<file path="src/hw/rtl/lrca_pkg.sv">
// ----------------------------------------------------------------------------
// lrca_pkg
// Shared constants for the LED ring chase and fade animator.
// ----------------------------------------------------------------------------
package lrca_pkg;

  localparam int MAX_COLORS_DEF = 64;
  localparam int RING_LEDS_DEF  = 18;

  localparam int COLOR_W   = 16;
  localparam int DIV_STEPS = 16;
  localparam int LANES     = 3;

  localparam logic [1:0] KIND_LOAD  = 2'd0;
  localparam logic [1:0] KIND_START = 2'd1;
  localparam logic [1:0] KIND_TICK  = 2'd2;
  localparam logic [1:0] KIND_RSVD  = 2'd3;

  localparam logic [1:0] MODE_IDLE = 2'd0;
  localparam logic [1:0] MODE_SAME = 2'd1;
  localparam logic [1:0] MODE_SPIN = 2'd2;
  localparam logic [1:0] MODE_FALL = 2'd3;

  localparam logic [1:0] REG_DEFAULT_MODE = 2'd0;
  localparam logic [1:0] REG_FRAME_STEPS  = 2'd1;
  localparam logic [1:0] REG_COLOR_COUNT  = 2'd2;

  localparam logic [1:0] DEFAULT_MODE_RST = MODE_SPIN;
  localparam logic [7:0] FRAME_STEPS_RST  = 8'd8;
  localparam logic [6:0] COLOR_COUNT_RST  = 7'd1;

  localparam logic [7:0] PAD_MAX          = 8'd191;
  localparam logic [7:0] LOOP_FOREVER     = 8'hFF;
  localparam logic [7:0] FALL_AUTO_PAD    = 8'd4;
  localparam logic [6:0] FALL_PAD_MIN_LEN = 7'd5;

endpackage

</file>
<file path="src/hw/rtl/lrca_div.sv">
// ----------------------------------------------------------------------------
// lrca_div
// Three-lane restoring divider, one quotient bit per cycle, 16-bit dividends
// over a shared 8-bit divisor.
// ----------------------------------------------------------------------------
module lrca_div (
  input  logic                                            clk,
  input  logic                                            rst,
  input  logic                                            start,
  input  logic [lrca_pkg::LANES-1:0][lrca_pkg::COLOR_W-1:0] dividend,
  input  logic [7:0]                                      divisor,
  output logic                                            done,
  output logic [lrca_pkg::LANES-1:0][lrca_pkg::COLOR_W-1:0] quotient,
  output logic [7:0]                                      remainder
);

  localparam int CW = $clog2(lrca_pkg::DIV_STEPS);

  logic                                             busy;
  logic [CW-1:0]                                    cnt;
  logic [7:0]                                       dvs;
  logic [lrca_pkg::LANES-1:0][7:0]                  rem;
  logic [lrca_pkg::LANES-1:0][7:0]                  rem_next;
  logic [lrca_pkg::LANES-1:0][lrca_pkg::COLOR_W-1:0] quo_next;

  always_comb begin
    for (int l = 0; l < lrca_pkg::LANES; l++) begin
      logic [8:0] t;
      logic       ge;
      t  = {rem[l], quotient[l][lrca_pkg::COLOR_W-1]};
      ge = t >= {1'b0, dvs};
      rem_next[l] = ge ? 8'(t - {1'b0, dvs}) : t[7:0];
      quo_next[l] = {quotient[l][lrca_pkg::COLOR_W-2:0], ge};
    end
  end

  assign remainder = rem[0];

  always_ff @(posedge clk) begin
    if (rst) begin
      busy <= 1'b0;
      done <= 1'b0;
      cnt  <= '0;
    end else begin
      done <= 1'b0;
      if (start) begin
        busy <= 1'b1;
        cnt  <= '0;
      end else if (busy) begin
        cnt <= cnt + 1'b1;
        if (cnt == CW'(lrca_pkg::DIV_STEPS - 1)) begin
          busy <= 1'b0;
          done <= 1'b1;
        end
      end
    end
  end

  always_ff @(posedge clk) begin
    if (start) begin
      quotient <= dividend;
      rem      <= '0;
      dvs      <= divisor;
    end else if (busy) begin
      quotient <= quo_next;
      rem      <= rem_next;
    end
  end

endmodule

</file>
<file path="config.mk">
export PLATFORM = sky130hd
export DESIGN_NAME = lrca_div
export DESIGN_NICKNAME = d
export VERILOG_FILES = /design/src/hw/rtl/lrca_pkg.sv /design/src/hw/rtl/lrca_div.sv
export SDC_FILE = /design/constraint.sdc
export NUM_CORES = 1
export LEC_CHECK = 0
export ABC_AREA = 1
export BUFFER_PORTS_ARGS = -buffer_cell sky130_fd_sc_hd__buf_2
export CORE_AREA = 10 10 154 156
export CTS_BUF_LIST = sky130_fd_sc_hd__clkbuf_4 sky130_fd_sc_hd__clkbuf_8
export CTS_CLUSTER_DIAMETER = 50
export CTS_CLUSTER_SIZE = 14
export DETAILED_ROUTE_END_ITERATION = 12
export DIE_AREA = 0 0 164 166
export GPL_ROUTABILITY_DRIVEN = 1
export GPL_TIMING_DRIVEN = 0
export PLACE_DENSITY_LB_ADDON = 0.15
export SLEW_MARGIN = 0
export SYNTH_ARGS = -nofsm -noshare
export SYNTH_HDL_FRONTEND = slang
export SYNTH_SLANG_ARGS = --single-unit
</file>
<file path="constraint.sdc">
create_clock -name clk -period 2.7 [get_ports clk]
set_clock_uncertainty 0.1 [all_clocks]
set_input_delay 0.54 -clock clk [delete_from_list [all_inputs] [get_ports clk]]
set_output_delay 0.54 -clock clk [all_outputs]
set_load 0.02 [all_outputs]
</file>
==> impl_summary.md <==
Status
The flow ran to the end, and the final reports show no timing, DRC or antenna violations.

Final layout
Leaving out fill and tap cells, the most frequent cells in the layout are nand2_1 (289), buf_2 (121), nand3_1 (64). The count of cells in the finished layout, fillers not included, comes to 1051. Leaving out fill and tap cells, the most frequent cell in the layout is nand2_1.

The area growth from synthesis to layout is 22.5%. In the final layout, the share of cells above drive strength 1 is 23.4%. In the final design database the tool counted 855 nets. Summing all non-filler instances in the final layout gives an area of 6180 um^2. The core utilization of the finished layout is 29.9%.

Detailed routing
The first TritonRoute pass finished after 4 iterations. The length of routed met2 wiring is 6130 um. The number of DRC violations after detailed-routing iteration 0 is 183. After detailed routing, the average wire length per cell comes to 14.1 um. The number of nets still failing antenna checks after routing is 0. The routed layout has 4302 vias. In the routed design, unresolved DRC markers number 0. Dividing the detail-routed via count by the number of cells gives 4.09. The sum of met3 wire segment lengths after detailed routing is 1590 um. The top layer reached by signal wires is met5. The wire length after detailed routing is 14800 um.

The routed metal-1 wire length is 6910 um.

Clocking
The number of cells upsized or downsized after cts is 0. The cell at the root of the clock tree is clkbuf_8. The clock latency at the later pin of the worst-skew pair is 0.38 ns. After clock tree synthesis, the flow added hold-fix buffers numbering 0. The total CTS buffers is 9. The number of clock sinks is 86. After clock tree synthesis, the setup repair step added 0 buffers. The deepest level of the CTS H-tree is 3. The longest clock path from root to sink contains 2 buffers.

The CTS clock-pin slew for the worst setup and hold paths is 0.12 ns. The CTS tree is done.

Placed design
The count of buffers added on input and output ports is 115. The wire-length estimate of the detail-placed layout is 11300 um. The number of cells in the design after placement is 1032. Routability-driven placement finished with a final weighted congestion of 0.781. The total cell area at the placement stage is 5990 um^2. Timing analysis after detailed placement gives a worst setup slack of -0.113 ns.

Worst setup path
Among cell families on the critical path, the largest total delay comes from buffers and inverters. Walking the worst path, the cells encountered are buf_4 > nor2_2 > clkbuf_1 > inv_2 > buf_16. For the worst setup path, the data arrival time is 2.45 ns.

STA puts the critical path data required time at 2.73 ns. The number of cells on the worst reg-to-reg path is 5. The buffering stage count on the worst path with inverters included is 4. The kind of end point of the critical path is a flop.

The maximum cell stage delay along the critical path is 0.52 ns. The capture instance of the worst register-to-register path is quotient[22]$_DFFE_PP_. In this run the critical register-to-register path is launched from busy$_SDFF_PP0_.

The slowest library cell on the worst path is clkbuf_1. The worst setup path is launched from a flop. For flop-to-flop paths, the worst setup slack is 0.28 ns. The critical-path maximum fanout is 27. The category of the critical setup timing path is reg -> reg.

Synth
The number of enable flip-flop cells after synthesis is 56. The post-synthesis async set-or-reset flop share is 0%. The net count of the mapped netlist is 728. The total standard cell area after synthesis is 5040 um^2.

In this run the mean area of a mapped cell was 7.87 um^2. Synthesis inferred 86 register bits. Of the synthesized area, sequential elements account for 45.2%. The instance count of the mapped netlist is 641.

After synthesis, the netlist uses 32 different library cells. The count of synthesis-stage warnings from yosys is 0. In the synthesized netlist the dominant register cell turns out to be edfxtp_1.

GRT
The initial antenna violation count is 5. The global-route congestion overflow total is 0. The maximum number of pins on one net before global-route repair is 28. The combined global-route utilization of all metal layers is 11.1%.

The global-route wire length before repair is 23900 um. The number of global-route vias before repair is 4444.

Power
The power per standard cell area is 527 nW/um^2. For this design the static power due to leakage is 3.23 nW. The maximum VDD drop is 0.237 mV.

Min path
For hold timing, the worst endpoint is dvs[7]$_DFFE_PP_. The startpoint identified for the worst hold timing path is divisor[7]. The cell depth of the worst hold path is 1. The class of the tightest hold or removal check is in -> reg.

STA
Once routing completed, OpenROAD measured the worst setup slack at 0.279 ns. The number of hold violations in the final report was 0. Setup repair after global routing left no endpoint under its margin.

The count of endpoints failing setup in the final report is 0. For the pin with the worst max-slew slack, the measured transition is 0.666 ns. The max-slew headroom at the worst pin is 55.5%. The post-route fraction of the period consumed by the critical path is 89.7%. Static timing analysis puts the maximum clock frequency at 0.413 GHz. The smallest clock period supported by the final layout is computed as 2.42 ns. The number of max-slew violations in the final report is 0.

Floorplan
The floorplan has 53 rows. The floorplan step set the die height to 166 um. Pin placement for this block handled 116 I/O pins.

The die width is 164 um. The initial standard-cell utilization of the core is 24.4%. After floorplanning, the core was sized to cover 20700 um^2. The die covers 27200 um^2.

Run
The max capacitance violation total is 0.
## cell families (layout without fill, tap and decap cells)
| family | count (synthesis) | after routing | synth area share [%] |
|---|---|---|---|
| other cells | 0 | 3 | 0 |
| fa+ha+maj | 28 | 28 | 7.39 |
| flops | 86 | 86 | 45.2 |
| buf+inv | 93 | 225 | 7.96 |
| compound gates | 19 | 19 | 2.70 |
| xor+xnor | 10 | 10 | 1.74 |
| simple gates | 405 | 405 | 35.0 |
## sequential cells by signal, summed over array words and instances, names as in the netlist
register / count
remainder: 8
dvs: 8
cnt: 4
quotient: 48
busy: 1
done: 1
rem: 16
## worst reg2reg max path, cell delays in order, from the launching register on
cell and delay, ns:
dfxtp_1 0.31, buf_4 0.15, nor2_2 0.33, clkbuf_1 0.52
inv_2 0.44, buf_16 0.31
## through the flow
| step | total power [mW] | hold slack (ns) | setup TNS, ns |
|---|---|---|---|
| 2_1_floorplan | 2.13 | 0.343 | 0 |
| 3_3_place_gp | 2.40 | 0.366 | -40.64 |
| 3_5_place_dp | 2.40 | 0.365 | -2.45 |
| 4_1_cts | 3.32 | 0.199 | 0 |
| 5_1_grt | 3.47 | 0.189 | 0 |
| 6_report | 3.26 | 0.221 | 0 |
## synth_stat cells (2+ instances only)
cell / n / share of area, %
buf_2: 6 / 0.60
dfxtp_1: 30 / 12
xor2_1: 5 / 0.87
fa_1: 3 / 1.2
nand4_1: 4 / 0.50
buf_4: 10 / 1.5
nand3_1: 64 / 6.4
nand2_2: 5 / 0.62
nand2_1: 289 / 22
ha_1: 25 / 6.2
nand2_4: 6 / 1.3
nor2_2: 4 / 0.50
nor2_1: 19 / 1.4
a31oi_1: 3 / 0.37
inv_1: 62 / 4.6
nor3_2: 2 / 0.40
a21oi_1: 11 / 1.1
a21oi_4: 3 / 0.97
nand3b_1: 6 / 0.89
inv_2: 6 / 0.45
xnor2_1: 5 / 0.87
clkbuf_1: 8 / 0.60
edfxtp_1: 56 / 33
## layer usage
layer	GRT usage, %	vias up
met1	14.0	1870
met5	0	-
li1	-	2311
met4	2.68	4
met2	16.0	105
met3	6.12	12
## worst max path at each step
stage                          startpoint                      to  slack [ns]  depth (start not counted)
after floorplan                     start   quotient[0]$_DFFE_PP_        0.46                          3
after global placement              start  quotient[30]$_DFFE_PP_       -0.85                          4
after detailed placement            start  quotient[42]$_DFFE_PP_       -0.11                          5
after CTS                 busy$_SDFF_PP0_  quotient[22]$_DFFE_PP_        0.19                          5
after global routing      busy$_SDFF_PP0_  quotient[43]$_DFFE_PP_        0.05                          5
final                     busy$_SDFF_PP0_  quotient[22]$_DFFE_PP_        0.28                          5
## final cells by class
| class | count | area [um^2] |
|---|---|---|
| Clock buffer | 9 | 124 |
| Antenna cell | 3 | 7.51 |
| Fill cell | 2284 | 14500 |
| Sequential cell | 86 | 2280 |
| Timing Repair Buffer | 116 | 603 |
| Clock inverter | 7 | 56.3 |
| Multi-Input combinational cell | 462 | 2360 |
| Tap cell | 275 | 344 |
| Buffer | 25 | 146 |
| Inverter | 68 | 255 |
## power breakdown
part | internal, mW | switching, mW | leakage [nW]
Sequential | 1.52 | 0.0641 | 0.815
Combinational | 0.273 | 0.490 | 2.33
Clock | 0.347 | 0.559 | 0.0858
Total | 2.14 | 1.11 | 3.23
No activity file was read; power rests on OpenSTA's default activity.
